==> src/hdl/ready_queue_scheduler_macros.svh <==
// Assertion helpers for the ready queue scheduler.
`ifndef READY_QUEUE_SCHEDULER_MACROS_SVH
`define READY_QUEUE_SCHEDULER_MACROS_SVH

// Clocked check, off while reset is asserted.
`define RQS_ASSERT(label, prop, msg) \
  label: assert property (@(posedge clk_i) disable iff (!rst_ni) prop) else $error(msg);

// Implication checked in the same cycle.
`define RQS_ASSERT_IMPL(label, ante, cons, msg) \
  label: assert property (@(posedge clk_i) disable iff (!rst_ni) (ante) |-> (cons)) \
    else $error(msg);

`endif

==> src/hdl/rqs_pkg.sv <==
`timescale 1ns / 1ps
package rqs_pkg;

  localparam int QUEUE_DEPTH = 16;
  localparam int KEY_BITS    = 8;
  localparam int ID_W        = 8;
  localparam int LIM_W       = 6;
  localparam int CNT_W       = $clog2(QUEUE_DEPTH + 1);

  typedef enum logic [1:0] {
    POL_FCFS  = 2'd0,
    POL_SJF   = 2'd1,
    POL_RR    = 2'd2,
    POL_AGING = 2'd3
  } policy_e;

  typedef enum logic [1:0] {
    KIND_ENQ    = 2'd0,
    KIND_DISP   = 2'd1,
    KIND_REPORT = 2'd2,
    KIND_BAD    = 2'd3
  } kind_e;

  typedef enum logic [1:0] {
    ST_OK     = 2'd0,
    ST_EMPTY  = 2'd1,
    ST_FULL   = 2'd2,
    ST_NOPROC = 2'd3
  } status_e;

  typedef enum logic [1:0] {
    INS_TAIL      = 2'd0,
    INS_HEAD      = 2'd1,
    INS_SORT_LEN  = 2'd2,
    INS_SORT_SC   = 2'd3
  } ins_mode_e;

  typedef enum logic [2:0] {
    S_IDLE,
    S_DECODE,
    S_AGE,
    S_CHECK,
    S_CMP,
    S_WRITE,
    S_DONE
  } state_e;

  localparam logic CFG_POLICY  = 1'b0;
  localparam logic CFG_QUANTUM = 1'b1;

  // controller -> datapath
  typedef struct packed {
    logic      latch_item;
    logic      pop;
    logic      age;
    logic      cmp;
    logic      insert;
    ins_mode_e ins_mode;
    logic      use_run;
    logic      clear_run;
    logic      load_result;
    logic      grant;
    status_e   res_status;
  } cmd_t;

  // datapath -> controller
  typedef struct packed {
    logic  full;
    logic  empty;
    logic  run_valid;
    logic  head_lt_run;
    kind_e kind;
    logic  fin;
  } sts_t;

endpackage

==> src/hdl/rqs_datapath.sv <==
`timescale 1ns / 1ps
module rqs_datapath (
  input  logic                          clk_i,
  input  logic                          rst_ni,
  input  rqs_pkg::cmd_t                 cmd_i,
  output rqs_pkg::sts_t                 sts_o,
  input  rqs_pkg::policy_e              policy_i,
  input  logic [rqs_pkg::LIM_W-1:0]     quantum_i,
  input  logic [1:0]                    kind_i,
  input  logic [rqs_pkg::ID_W-1:0]      proc_id_i,
  input  logic [rqs_pkg::KEY_BITS-1:0]  job_length_i,
  input  logic [rqs_pkg::KEY_BITS-1:0]  age_score_i,
  input  logic                          finished_i,
  output logic [rqs_pkg::ID_W-1:0]      granted_id_o,
  output logic [rqs_pkg::LIM_W-1:0]     run_limit_o,
  output logic [1:0]                    status_o,
  output logic [rqs_pkg::CNT_W-1:0]     occupancy_o
);

  localparam int D  = rqs_pkg::QUEUE_DEPTH;
  localparam int KB = rqs_pkg::KEY_BITS;
  localparam int CW = rqs_pkg::CNT_W;

  logic [rqs_pkg::ID_W-1:0] slot_id_q  [D];
  logic [KB-1:0]            slot_len_q [D];
  logic [KB-1:0]            slot_sc_q  [D];
  logic [CW-1:0]            count_q, count_d;

  logic [rqs_pkg::ID_W-1:0] run_id_q;
  logic [KB-1:0]            run_len_q, run_sc_q;
  logic                     run_valid_q;

  rqs_pkg::kind_e           item_kind_q;
  logic [rqs_pkg::ID_W-1:0] item_id_q;
  logic [KB-1:0]            item_len_q, item_sc_q;
  logic                     item_fin_q;

  logic [D-1:0]             gt_q, gt_d;
  logic                     head_lt_q, head_lt_d;

  logic [rqs_pkg::ID_W-1:0] src_id;
  logic [KB-1:0]            src_len, src_sc, key;
  logic [CW-1:0]            pos;
  logic [rqs_pkg::LIM_W-1:0] limit;

  always_comb begin
    src_id  = cmd_i.use_run ? run_id_q  : item_id_q;
    src_len = cmd_i.use_run ? run_len_q : item_len_q;
    src_sc  = cmd_i.use_run ? run_sc_q  : item_sc_q;
    key     = (cmd_i.ins_mode == rqs_pkg::INS_SORT_LEN) ? src_len : src_sc;
  end

  // per-slot compare, registered before the write
  always_comb begin
    logic [KB-1:0] sk;
    for (int i = 0; i < D; i++) begin
      sk = (cmd_i.ins_mode == rqs_pkg::INS_SORT_LEN) ? slot_len_q[i] : slot_sc_q[i];
      gt_d[i] = (i >= 1) && (CW'(i) < count_q) && (sk > key);
    end
    sk = (cmd_i.ins_mode == rqs_pkg::INS_SORT_LEN) ? slot_len_q[0] : slot_sc_q[0];
    head_lt_d = (count_q == '0) || (key < sk);
  end

  always_comb begin
    unique case (cmd_i.ins_mode)
      rqs_pkg::INS_TAIL: pos = count_q;
      rqs_pkg::INS_HEAD: pos = '0;
      default: begin
        pos = count_q;
        for (int i = D - 1; i >= 1; i--) begin
          if (gt_q[i]) pos = CW'(i);
        end
        if (head_lt_q) pos = '0;
      end
    endcase
  end

  always_comb begin
    count_d = count_q;
    if (cmd_i.pop) count_d = count_q - CW'(1);
    else if (cmd_i.insert) count_d = count_q + CW'(1);
  end

  always_comb begin
    unique case (policy_i)
      rqs_pkg::POL_RR:    limit = (quantum_i == '0) ? rqs_pkg::LIM_W'(1) : quantum_i;
      rqs_pkg::POL_AGING: limit = rqs_pkg::LIM_W'(1);
      default:            limit = '0;
    endcase
  end

  // queue cells: shift down on pop, age in place, open a hole on insert
  always_ff @(posedge clk_i) begin
    for (int i = 0; i < D; i++) begin
      if (cmd_i.pop) begin
        if (i < D - 1) begin
          slot_id_q[i]  <= slot_id_q[i+1];
          slot_len_q[i] <= slot_len_q[i+1];
          slot_sc_q[i]  <= slot_sc_q[i+1];
        end
      end else if (cmd_i.age) begin
        if (slot_sc_q[i] != '0) slot_sc_q[i] <= slot_sc_q[i] - KB'(1);
      end else if (cmd_i.insert) begin
        if (CW'(i) == pos) begin
          slot_id_q[i]  <= src_id;
          slot_len_q[i] <= src_len;
          slot_sc_q[i]  <= src_sc;
        end else if ((i >= 1) && (CW'(i) > pos)) begin
          slot_id_q[i]  <= slot_id_q[i-1];
          slot_len_q[i] <= slot_len_q[i-1];
          slot_sc_q[i]  <= slot_sc_q[i-1];
        end
      end
    end
    if (cmd_i.cmp) begin
      gt_q      <= gt_d;
      head_lt_q <= head_lt_d;
    end
    if (cmd_i.latch_item) begin
      item_kind_q <= rqs_pkg::kind_e'(kind_i);
      item_id_q   <= proc_id_i;
      item_len_q  <= job_length_i;
      item_sc_q   <= age_score_i;
      item_fin_q  <= finished_i;
    end
    if (cmd_i.load_result) begin
      granted_id_o <= cmd_i.grant ? run_id_q : '0;
      run_limit_o  <= cmd_i.grant ? limit : '0;
      status_o     <= cmd_i.res_status;
      occupancy_o  <= count_q;
    end
  end

  always_ff @(posedge clk_i or negedge rst_ni) begin
    if (!rst_ni) begin
      count_q     <= '0;
      run_id_q    <= '0;
      run_len_q   <= '0;
      run_sc_q    <= '0;
      run_valid_q <= 1'b0;
    end else begin
      count_q <= count_d;
      if (cmd_i.pop) begin
        run_id_q    <= slot_id_q[0];
        run_len_q   <= slot_len_q[0];
        run_sc_q    <= slot_sc_q[0];
        run_valid_q <= 1'b1;
      end else if (cmd_i.clear_run) begin
        run_id_q    <= '0;
        run_len_q   <= '0;
        run_sc_q    <= '0;
        run_valid_q <= 1'b0;
      end
    end
  end

  always_comb begin
    sts_o.full        = (count_q == CW'(D));
    sts_o.empty       = (count_q == '0);
    sts_o.run_valid   = run_valid_q;
    sts_o.head_lt_run = slot_sc_q[0] < run_sc_q;
    sts_o.kind        = item_kind_q;
    sts_o.fin         = item_fin_q;
  end

endmodule

==> src/hdl/rqs_ctrl.sv <==
`timescale 1ns / 1ps
module rqs_ctrl (
  input  logic              clk_i,
  input  logic              rst_ni,
  input  rqs_pkg::policy_e  policy_i,
  input  logic              in_valid_i,
  output logic              in_ready_o,
  output logic              out_valid_o,
  input  logic              out_ready_i,
  input  rqs_pkg::sts_t     sts_i,
  output rqs_pkg::cmd_t     cmd_o
);

  rqs_pkg::state_e    state_q, state_d;
  rqs_pkg::status_e   res_q, res_d;
  logic               grant_q, grant_d;
  rqs_pkg::ins_mode_e mode_q, mode_d;
  logic               use_run_q, use_run_d;
  logic               out_valid_q, out_valid_d;

  always_ff @(posedge clk_i or negedge rst_ni) begin
    if (!rst_ni) begin
      state_q     <= rqs_pkg::S_IDLE;
      res_q       <= rqs_pkg::ST_OK;
      grant_q     <= 1'b0;
      mode_q      <= rqs_pkg::INS_TAIL;
      use_run_q   <= 1'b0;
      out_valid_q <= 1'b0;
    end else begin
      state_q     <= state_d;
      res_q       <= res_d;
      grant_q     <= grant_d;
      mode_q      <= mode_d;
      use_run_q   <= use_run_d;
      out_valid_q <= out_valid_d;
    end
  end

  always_comb begin
    state_d     = state_q;
    res_d       = res_q;
    grant_d     = grant_q;
    mode_d      = mode_q;
    use_run_d   = use_run_q;
    out_valid_d = out_valid_q && !out_ready_i;
    in_ready_o  = 1'b0;
    cmd_o             = '0;
    cmd_o.ins_mode    = mode_q;
    cmd_o.use_run     = use_run_q;
    cmd_o.grant       = grant_q;
    cmd_o.res_status  = res_q;

    unique case (state_q)
      rqs_pkg::S_IDLE: begin
        in_ready_o = 1'b1;
        if (in_valid_i) begin
          cmd_o.latch_item = 1'b1;
          res_d   = rqs_pkg::ST_OK;
          grant_d = 1'b0;
          state_d = rqs_pkg::S_DECODE;
        end
      end
      rqs_pkg::S_DECODE: begin
        state_d = rqs_pkg::S_DONE;
        unique case (sts_i.kind)
          rqs_pkg::KIND_ENQ: begin
            if (sts_i.full) begin
              res_d = rqs_pkg::ST_FULL;
            end else begin
              use_run_d = 1'b0;
              unique case (policy_i)
                rqs_pkg::POL_SJF:   mode_d = rqs_pkg::INS_SORT_LEN;
                rqs_pkg::POL_AGING: mode_d = rqs_pkg::INS_SORT_SC;
                default:            mode_d = rqs_pkg::INS_TAIL;
              endcase
              state_d = rqs_pkg::S_CMP;
            end
          end
          rqs_pkg::KIND_DISP: begin
            if (sts_i.run_valid) begin
              res_d = rqs_pkg::ST_NOPROC;
            end else if (sts_i.empty) begin
              res_d = rqs_pkg::ST_EMPTY;
            end else begin
              cmd_o.pop = 1'b1;
              grant_d   = 1'b1;
            end
          end
          rqs_pkg::KIND_REPORT: begin
            if (!sts_i.run_valid) begin
              res_d = rqs_pkg::ST_NOPROC;
            end else if (policy_i == rqs_pkg::POL_AGING) begin
              state_d = rqs_pkg::S_AGE;
            end else if (!sts_i.fin && policy_i == rqs_pkg::POL_RR) begin
              if (sts_i.full) begin
                res_d = rqs_pkg::ST_FULL;
                cmd_o.clear_run = 1'b1;
              end else begin
                mode_d    = rqs_pkg::INS_TAIL;
                use_run_d = 1'b1;
                state_d   = rqs_pkg::S_CMP;
              end
            end else begin
              cmd_o.clear_run = 1'b1;
            end
          end
          default: res_d = rqs_pkg::ST_NOPROC;
        endcase
      end
      rqs_pkg::S_AGE: begin
        cmd_o.age = 1'b1;
        if (sts_i.fin) begin
          cmd_o.clear_run = 1'b1;
          state_d = rqs_pkg::S_DONE;
        end else begin
          state_d = rqs_pkg::S_CHECK;
        end
      end
      rqs_pkg::S_CHECK: begin
        use_run_d = 1'b1;
        if (sts_i.full) begin
          res_d = rqs_pkg::ST_FULL;
          cmd_o.clear_run = 1'b1;
          state_d = rqs_pkg::S_DONE;
        end else begin
          mode_d  = (!sts_i.empty && sts_i.head_lt_run) ? rqs_pkg::INS_SORT_SC
                                                        : rqs_pkg::INS_HEAD;
          state_d = rqs_pkg::S_CMP;
        end
      end
      rqs_pkg::S_CMP: begin
        cmd_o.cmp = 1'b1;
        state_d   = rqs_pkg::S_WRITE;
      end
      rqs_pkg::S_WRITE: begin
        cmd_o.insert    = 1'b1;
        cmd_o.clear_run = use_run_q;
        state_d         = rqs_pkg::S_DONE;
      end
      rqs_pkg::S_DONE: begin
        if (!out_valid_q || out_ready_i) begin
          cmd_o.load_result = 1'b1;
          out_valid_d = 1'b1;
          state_d     = rqs_pkg::S_IDLE;
        end
      end
      default: state_d = rqs_pkg::S_IDLE;
    endcase
  end

  assign out_valid_o = out_valid_q;

endmodule

==> src/hdl/ready_queue_scheduler.sv <==
`timescale 1ns / 1ps
// Ready queue scheduler: keeps up to 16 waiting processes (id, length,
// score) and serves enqueue, dispatch and slice-report requests under FCFS,
// SJF, round robin or aging (policy register). One request is worked at a
// time; each gives exactly one result transfer. Dispatch, retiring reports
// and rejected requests go straight to the result; an enqueue or round robin
// requeue first does a compare pass over all slots, then the shifting write.
// An aging report first ages every queued score; a finished process then
// retires, else a head check follows (full queue: rejected), then the compare
// pass and the write. The queue is a row of registers, so these steps do not
// depend on how full it is. A result may wait in the output register while
// the next request is already being worked. Configuration is a plain write
// port (index 0 policy, 1 quantum) and should only change while idle.
`include "ready_queue_scheduler_macros.svh"
module ready_queue_scheduler (
  input  logic                          clk_i,
  input  logic                          rst_ni,
  input  logic                          cfg_we_i,
  input  logic                          cfg_idx_i,
  input  logic [rqs_pkg::LIM_W-1:0]     cfg_wdata_i,
  input  logic                          in_valid_i,
  output logic                          in_ready_o,
  input  logic [1:0]                    kind_i,
  input  logic [rqs_pkg::ID_W-1:0]      proc_id_i,
  input  logic [rqs_pkg::KEY_BITS-1:0]  job_length_i,
  input  logic [rqs_pkg::KEY_BITS-1:0]  age_score_i,
  input  logic                          finished_i,
  output logic                          out_valid_o,
  input  logic                          out_ready_i,
  output logic [rqs_pkg::ID_W-1:0]      granted_id_o,
  output logic [rqs_pkg::LIM_W-1:0]     run_limit_o,
  output logic [1:0]                    status_o,
  output logic [rqs_pkg::CNT_W-1:0]     occupancy_o
);

  rqs_pkg::policy_e          policy_q;
  logic [rqs_pkg::LIM_W-1:0] quantum_q;
  rqs_pkg::cmd_t             cmd;
  rqs_pkg::sts_t             sts;

  // config registers, reset to round robin with a quantum of 2
  always_ff @(posedge clk_i or negedge rst_ni) begin
    if (!rst_ni) begin
      policy_q  <= rqs_pkg::POL_RR;
      quantum_q <= rqs_pkg::LIM_W'(2);
    end else if (cfg_we_i) begin
      unique case (cfg_idx_i)
        rqs_pkg::CFG_POLICY:  policy_q  <= rqs_pkg::policy_e'(cfg_wdata_i[1:0]);
        rqs_pkg::CFG_QUANTUM: quantum_q <= cfg_wdata_i;
        default: ;
      endcase
    end
  end

  rqs_ctrl u_ctrl (
    .clk_i       (clk_i),
    .rst_ni      (rst_ni),
    .policy_i    (policy_q),
    .in_valid_i  (in_valid_i),
    .in_ready_o  (in_ready_o),
    .out_valid_o (out_valid_o),
    .out_ready_i (out_ready_i),
    .sts_i       (sts),
    .cmd_o       (cmd)
  );

  rqs_datapath u_dp (
    .clk_i        (clk_i),
    .rst_ni       (rst_ni),
    .cmd_i        (cmd),
    .sts_o        (sts),
    .policy_i     (policy_q),
    .quantum_i    (quantum_q),
    .kind_i       (kind_i),
    .proc_id_i    (proc_id_i),
    .job_length_i (job_length_i),
    .age_score_i  (age_score_i),
    .finished_i   (finished_i),
    .granted_id_o (granted_id_o),
    .run_limit_o  (run_limit_o),
    .status_o     (status_o),
    .occupancy_o  (occupancy_o)
  );

  // one request in flight: no second transfer right after one
  `RQS_ASSERT(a_busy_after_accept, (in_valid_i && in_ready_o) |=> !in_ready_o, "accepted while busy")
  // a grant only comes with ok status
  `RQS_ASSERT_IMPL(a_limit_ok, out_valid_o && run_limit_o != '0, status_o == rqs_pkg::ST_OK, "limit without grant")
  // occupancy never exceeds the queue depth
  `RQS_ASSERT_IMPL(a_occ_range, out_valid_o, occupancy_o <= rqs_pkg::CNT_W'(rqs_pkg::QUEUE_DEPTH), "occupancy over depth")

endmodule
==> config.mk <==
export PLATFORM = sky130hd
export DESIGN_NAME = ready_queue_scheduler
export DESIGN_NICKNAME = d
export VERILOG_FILES = /design/src/hdl/rqs_pkg.sv /design/src/hdl/rqs_datapath.sv /design/src/hdl/rqs_ctrl.sv /design/src/hdl/ready_queue_scheduler.sv
export VERILOG_INCLUDE_DIRS = /design/src /design/src/hdl
export SDC_FILE = /design/constraint.sdc
export NUM_CORES = 1
export LEC_CHECK = 0
export ABC_AREA = 1
export BUFFER_PORTS_ARGS = -buffer_cell sky130_fd_sc_hd__buf_2
export CORE_MARGIN = 1.5
export CORE_UTILIZATION = 43
export DETAILED_ROUTE_END_ITERATION = 10
export HOLD_SLACK_MARGIN = 0.15
export PLACE_DENSITY = 0.66
export SYNTH_ARGS = -nofsm -noshare
export SYNTH_HDL_FRONTEND = slang
export SYNTH_SLANG_ARGS = --single-unit
==> constraint.sdc <==
create_clock -name clk_i -period 3.8 [get_ports clk_i]
set_clock_uncertainty 0.2 [all_clocks]
set_input_delay 1.14 -clock clk_i [delete_from_list [all_inputs] [get_ports clk_i]]
set_output_delay 1.14 -clock clk_i [all_outputs]
set_load 0.1 [all_outputs]
==> impl_metrics.py, run 1 <==
metrics = {
    "setup_path": {
        "path_cells": "inv_1 -> o21ai_1 -> nand2_1 -> nand2_1 -> nand2_1 -> nand2_1 -> nand2_1 -> nand2_1 -> nand2_1 -> nand2_1 -> nand2_1 -> nand2_1 -> nand2_1 -> nand2_1 -> nand2_1 -> nand2_4 -> nand2_4 -> nand2_2 -> nor2_2 -> nand2_1 -> o21ai_0 -> nor2_1",
        "path_max_fanout": 24,
        "worstSetupEndpointType": "flip-flop",
        "critical_path.startpoint_type": "flip-flop",
        "path_class": "reg -> reg",
        "max_stage_delay_ns": 0.83,
        "slowest_stage": "nor2_2",
        "cp_common_cell": "nand2_1",
        "arrival_ns": 3.74,
        "required_ns": 4.00,
    },
    "timing": {
        "max_freq_mhz": 283,
        "hold_viol_final": 0,
        "period_share": 0.931,
        "min_period_ns": 3.54,
        "slew_headroom": 0.245,
        "setup_viol": 0,
        "fin_tns_setup_ns": 0,
        "report.final.slew_viol_count": 0,
        "rsz0062_at_grt": "no",
        "fin_ws_ns": 0.262,
        "tightest_slew_ns": 1.13,
    },
    "power": {
        "seq_power_share": 0.296,
        "power_frac_clock": 0.138,
        "intPower_mw": 19.7,
        "pwr_density_cell_nw_per_um2": 1100,
        "pwr-share-comb": 0.566,
        "p_leak_nw": 15.6,
        "swShare": 0.509,
        "switching_power_mw": 20.5,
        "peakVddDrop_mv": 0.793,
    },
    "global_route": {
        "grt_max_degree": 80,
        "grt-ovfl-total": 0,
        "antenna_found_initial": 6,
        "grt_pass1_vias": 28414,
        "grt_pass1_wl_mm": 180,
        "track_usage": 0.306,
    },
    "finish": {
        "final_cells": 5142,
        "layout-area-overhead-vs-synth_pct": 11.1,
        "fillCellCount": 7437,
        "final_common_cell": "nand2_1",
        "multiInputGateArea_um2": 15600,
        "regArea_um2": 14700,
        "final_cell_mix": "1147 x nand2_1, 448 x edfxtp_1, 406 x inv_1",
        "final_nets": 4322,
        "layout-drive-gt1-share": 0.0964,
    },
    "die": {
        "start_util": 0.433,
        "die-area_um2": 78100,
        "die_w_um": 279,
        "die_height_um": 279,
        "ios": 62,
        "rows": 101,
        "fp.coreArea_um2": 75800,
    },
    "yosys": {
        "syn-num-nets": 4277,
        "synth_area_per_cell_um2": 8.08,
        "yosys_register_bits": 496,
        "ys_seq_area_frac": 0.446,
        "yosysWarnings": 0,
        "synth_edf_count": 448,
        "synth_flop_cell": "edfxtp_1",
        "synthArstFlopShare": 0.0968,
        "syn_area_um2": 32900,
        "ys_types": 61,
        "synthCells": 4069,
    },
    "clock_tree": {
        "cts_setup_buffers": 0,
        "numCtsBuffers": 58,
        "ctsLongestPathBuffers": 3,
        "holdBufCountCts": 0,
        "cts_resized": 0,
        "clkSlewWorstSetupHoldPaths_ns": 0.06,
        "htreeDepth": 2,
        "insertion_delay_ns": 0.65,
        "cts_sinks": 496,
        "root_buffer": "clkbuf_16",
        "tritoncts": "done",
    },
    "drt": {
        "antenna_left": 0,
        "routedWlPerCell_um": 23.7,
        "first_pass_iters": 6,
        "route.detailed.drc": 0,
        "via_per_inst": 5.95,
        "routed_wirelength_mm": 122,
        "first_iter_violations": 4232,
        "via_count": 30608,
    },
    "placed_design": {
        "place_ws_ns": 0.345,
        "port_buffers": 61,
        "dp_hpwl_mm": 89.5,
        "placed_cells": 5032,
        "routabilityCongestion": 0.970,
    },
    "run": {
        "drv_cap": 0,
    },
    "worst_hold_path": {
        "hold_class": "reg -> reg",
    },
    "run_status": {
        "status": "finished, final reports clean",
    },
}
==> cell families after synthesis <==
logic type | synth area share
buffers and inverters | 0.0810
adders and majority gates | 0.0643
AOI/OAI and AO/OA | 0.139
muxes | 0.000952
DFF | 0.446
xor gates and xnor gates | 0.0219
and+or+nand+nor | 0.247
==> per-layer routing <==
metal  track usage  up-vias  wire length (um)
met1         0.414    14376             48800
li1              -    14114                 -
met4         0.145        8              6510
met5             0        -                61
met3        0.0613      354             13000
met2         0.472     1756             53600
==> critical path, delay by kind of cell (launching register included) <==
kind                   cells  cell delay, ns
flip-flops                 1            0.42
buffers and inverters      1            0.10
AND/OR/NAND/NOR           19            2.41
AO/OA/AOI/OAI              2            0.19
==> path summary, 6_finish.rpt <==
kind,cells after the start,slack (ns),end,from
worst max register to register,22,0.26,u_dp.slot_sc_q[3][7]$_DFFE_PP_,u_dp.gt_q[14]$_DFFE_PP_
worst max-delay path,22,0.26,u_dp.slot_sc_q[3][7]$_DFFE_PP_,u_dp.gt_q[14]$_DFFE_PP_
worst min register to register,0,0.26,u_dp.status_o[0]$_DFFE_PP_,u_ctrl.res_q[0]$_DFFE_PN0P_
max in group asynchronous,2,2.33,u_dp.count_q[4]$_DFFE_PN0P_,rst_ni
worst min-delay path,0,0.26,u_dp.status_o[0]$_DFFE_PP_,u_ctrl.res_q[0]$_DFFE_PN0P_
min in group asynchronous,1,0.36,u_dp.run_len_q[2]$_DFFE_PN0P_,rst_ni
==> power by group through the flow <==
stage | clock network, mW | registers (mW) | logic [mW]
after floorplan | 0 | 11.2 | 14.3
after global placement | 0 | 11.9 | 21.8
after detailed placement | 0 | 11.9 | 22.2
after CTS | 5.57 | 11.8 | 22.3
after global routing | 5.74 | 12.1 | 25.0
final | 5.54 | 11.9 | 22.8
==> cell usage after synthesis, drive strengths merged, types with 46 or more instances <==
cell type / n / share of area
a21oi: 104 / 0.016
buf: 90 / 0.016
clkbuf: 138 / 0.016
dfrtp: 46 / 0.035
edfxtp: 448 / 0.41
ha: 169 / 0.064
inv: 426 / 0.049
nand2: 1158 / 0.13
nand3: 389 / 0.060
nand4: 83 / 0.016
nor2: 176 / 0.023
o211ai: 165 / 0.038
o21ai: 404 / 0.062
xor2: 64 / 0.017
==> area by class of cell <==
type	count	share of cell area
antenna	4	0.000274
clock buffer	79	0.0441
clock inverter	27	0.00678
inverter	432	0.0445
multi-input combinational	2913	0.428
sequential	496	0.401
tap	978	0.0335
timing repair buffer	213	0.0417
==> stage by stage <==
step / hold WS [ns] / cell area, um2 / total power [mW] / utilization
floorplan: 0.223 / 32900 / 25.5 / -
global placement: 0.243 / 34700 / 33.6 / 0.457
detailed placement: 0.237 / 34700 / 34.0 / 0.457
CTS: 0.258 / 36500 / 39.6 / 0.482
global route: 0.290 / 36500 / 42.8 / 0.482
finish: 0.256 / 36500 / 40.2 / 0.482
==> state kept, by name, indices dropped and copies added (netlist names), 2 cells and up <==
signal	cells
policy_q	2
quantum_q	6
u_ctrl.mode_q	2
u_ctrl.res_q	2
u_ctrl.state_q	3
u_dp.count_q	5
u_dp.granted_id_o	8
u_dp.gt_q	15
u_dp.item_id_q	8
u_dp.item_kind_q	2
u_dp.item_len_q	8
u_dp.item_sc_q	8
u_dp.occupancy_o	5
u_dp.run_id_q	8
u_dp.run_len_q	8
u_dp.run_limit_o	6
u_dp.run_sc_q	8
u_dp.slot_id_q	128
u_dp.slot_len_q	128
u_dp.slot_sc_q	128
u_dp.status_o	2
No activity file was read; power rests on OpenSTA's default activity.
==> run 2, diff against run 1 <==
--- a/config.mk
+++ b/config.mk
@@ -9,10 +9,11 @@
 export ABC_AREA = 1
 export BUFFER_PORTS_ARGS = -buffer_cell sky130_fd_sc_hd__buf_2
 export CORE_MARGIN = 1.5
-export CORE_UTILIZATION = 43
+export CORE_UTILIZATION = 30
 export DETAILED_ROUTE_END_ITERATION = 10
 export HOLD_SLACK_MARGIN = 0.15
-export PLACE_DENSITY = 0.66
+export MAX_ROUTING_LAYER = met4
+export PLACE_DENSITY = 0.52
 export SYNTH_ARGS = -nofsm -noshare
 export SYNTH_HDL_FRONTEND = slang
 export SYNTH_SLANG_ARGS = --single-unit
==> impl_metrics.py, run 2 (same netlist as run 1, synthesis figures left out) <==
metrics = {
    "power": {
        "power_frac_clock": 0.144,
        "intPower_mw": 20.1,
        "peakVddDrop_mv": 0.636,
        "switching_power_mw": 21.5,
        "seq_power_share": 0.288,
        "p_leak_nw": 15.8,
        "pwr_density_cell_nw_per_um2": 1120,
        "pwr-share-comb": 0.568,
        "swShare": 0.516,
    },
    "finish": {
        "final_common_cell": "nand2_1",
        "top_regs": "u_dp.slot_id_q x128, u_dp.slot_len_q x128, u_dp.slot_sc_q x128",
        "fillCellCount": 11484,
        "final_cell_mix": "1147 x nand2_1, 448 x edfxtp_1, 406 x inv_1",
        "final_nets": 4337,
        "layout-drive-gt1-share": 0.104,
        "layout-area-overhead-vs-synth_pct": 13.6,
        "final_cells": 5597,
        "regArea_um2": 14700,
        "multiInputGateArea_um2": 15600,
    },
    "clock_tree": {
        "clkSlewWorstSetupHoldPaths_ns": 0.07,
        "cts_setup_buffers": 0,
        "holdBufCountCts": 0,
        "cts_resized": 0,
        "numCtsBuffers": 60,
        "ctsLongestPathBuffers": 3,
        "root_buffer": "clkbuf_16",
        "tritoncts": "done",
        "htreeDepth": 2,
        "insertion_delay_ns": 0.71,
        "cts_sinks": 496,
    },
    "drt": {
        "first_pass_iters": 6,
        "via_per_inst": 5.46,
        "antenna_left": 0,
        "routedWlPerCell_um": 24.5,
        "route.detailed.drc": 0,
        "via_count": 30585,
        "routed_wirelength_mm": 137,
        "first_iter_violations": 3742,
    },
    "setup_path": {
        "required_ns": 4.17,
        "path_max_fanout": 24,
        "path_class": "reg -> reg",
        "worstSetupEndpointType": "flip-flop",
        "critical_path.startpoint_type": "flip-flop",
        "arrival_ns": 3.91,
        "r2r_start": "u_dp.gt_q[6]$_DFFE_PP_",
        "crit_path_start": "u_dp.gt_q[6]$_DFFE_PP_",
    },
    "die": {
        "start_util": 0.302,
        "die-area_um2": 112000,
        "fp.coreArea_um2": 109000,
        "ios": 62,
        "die_w_um": 334,
        "die_height_um": 334,
        "rows": 121,
    },
    "timing": {
        "rsz0062_at_grt": "no",
        "slew_headroom": 0.127,
        "report.final.slew_viol_count": 0,
        "setup_viol": 0,
        "max_freq_mhz": 282,
        "fin_tns_setup_ns": 0,
        "period_share": 0.932,
        "tightest_slew_ns": 1.31,
        "min_period_ns": 3.54,
        "timing.hold.ws_ns": 0.224,
        "fin_ws_ns": 0.258,
        "hold_viol_final": 0,
    },
    "global_route": {
        "grt_pass1_wl_mm": 199,
        "grt_max_degree": 58,
        "grt_pass1_vias": 28598,
        "antenna_found_initial": 6,
        "track_usage": 0.248,
        "grt-ovfl-total": 0,
    },
    "placed_design": {
        "port_buffers": 61,
        "place_ws_ns": 0.357,
        "dp_hpwl_mm": 101,
        "placed_cells": 5481,
        "routabilityCongestion": 0.960,
    },
    "run_status": {
        "status": "finished, final reports clean",
    },
    "run": {
        "drv_cap": 0,
    },
    "worst_hold_path": {
        "hold_class": "in -> async",
    },
}
-- run 2: changes by cell type in the layout (fill, tap and decap cells not counted), sizes merged --
cell,before,now
clkinvlp,2,7
clkinv,28,36
clkbuf,79,71
diode,4,2
buf,213,226
bufinv,2,5
-- run 2: metal layers --
metal,vias up,GRT usage,wire length (um)
met3,258,0.0402,12100
li1,14132,-,-
met5,-,-,0
met1,14694,0.332,58300
met2,1501,0.376,61200
met4,0,0.0907,5460
-- run 2: power by group through the flow --
stage	combinational (mW)	clock, mW	sequential, mW
after floorplan	14.3	0	11.2
after global placement	23.1	0	12.0
after detailed placement	23.2	0	12.0
after CTS	23.3	6.06	11.9
after global routing	25.9	6.23	12.2
final	23.7	5.99	12.0
-- run 2: area by class of cell --
class | instances | area share
antenna | 2 | 0.000134
clock buffer | 71 | 0.0429
clock inverter | 43 | 0.0112
inverter | 432 | 0.0435
multi-input combinational | 2913 | 0.419
sequential | 496 | 0.392
tap | 1414 | 0.0474
timing repair buffer | 226 | 0.0437
-- run 2: through the flow --
stage	total power, mW	util	instance area, um2
after floorplan	25.5	-	32900
after global placement	35.1	0.325	35300
after detailed placement	35.2	0.325	35300
after CTS	41.3	0.344	37300
after global routing	44.3	0.344	37300
final	41.7	0.344	37300
-- run 2: final timing paths --
kind                                                   endpoint  slack (ns)  cells after the start
min in group clk_i                   u_dp.status_o[0]$_DFFE_PP_        0.26                      0
worst min register to register       u_dp.status_o[0]$_DFFE_PP_        0.26                      0
max in group asynchronous           u_dp.count_q[2]$_DFFE_PN0P_        2.34                      2
worst min-delay path               u_dp.run_id_q[7]$_DFFE_PN0P_        0.22                      1
worst max register to register  u_dp.slot_id_q[5][12]$_DFFE_PP_        0.26                     11
worst max-delay path            u_dp.slot_id_q[5][12]$_DFFE_PP_        0.26                     11
-- run 2: worst max-delay path, cell delays in order (launching register included) --
cell and delay [ns]:
edfxtp_1 0.47, nor3_1 0.30, o21ai_0 0.14, nand2_1 0.12, o21ai_2 0.12, inv_2 0.24, nor2_1 0.08, nor3_2 0.36
inv_1 0.13, a21oi_2 0.95, nand2_1 0.14, nand3_1 0.12
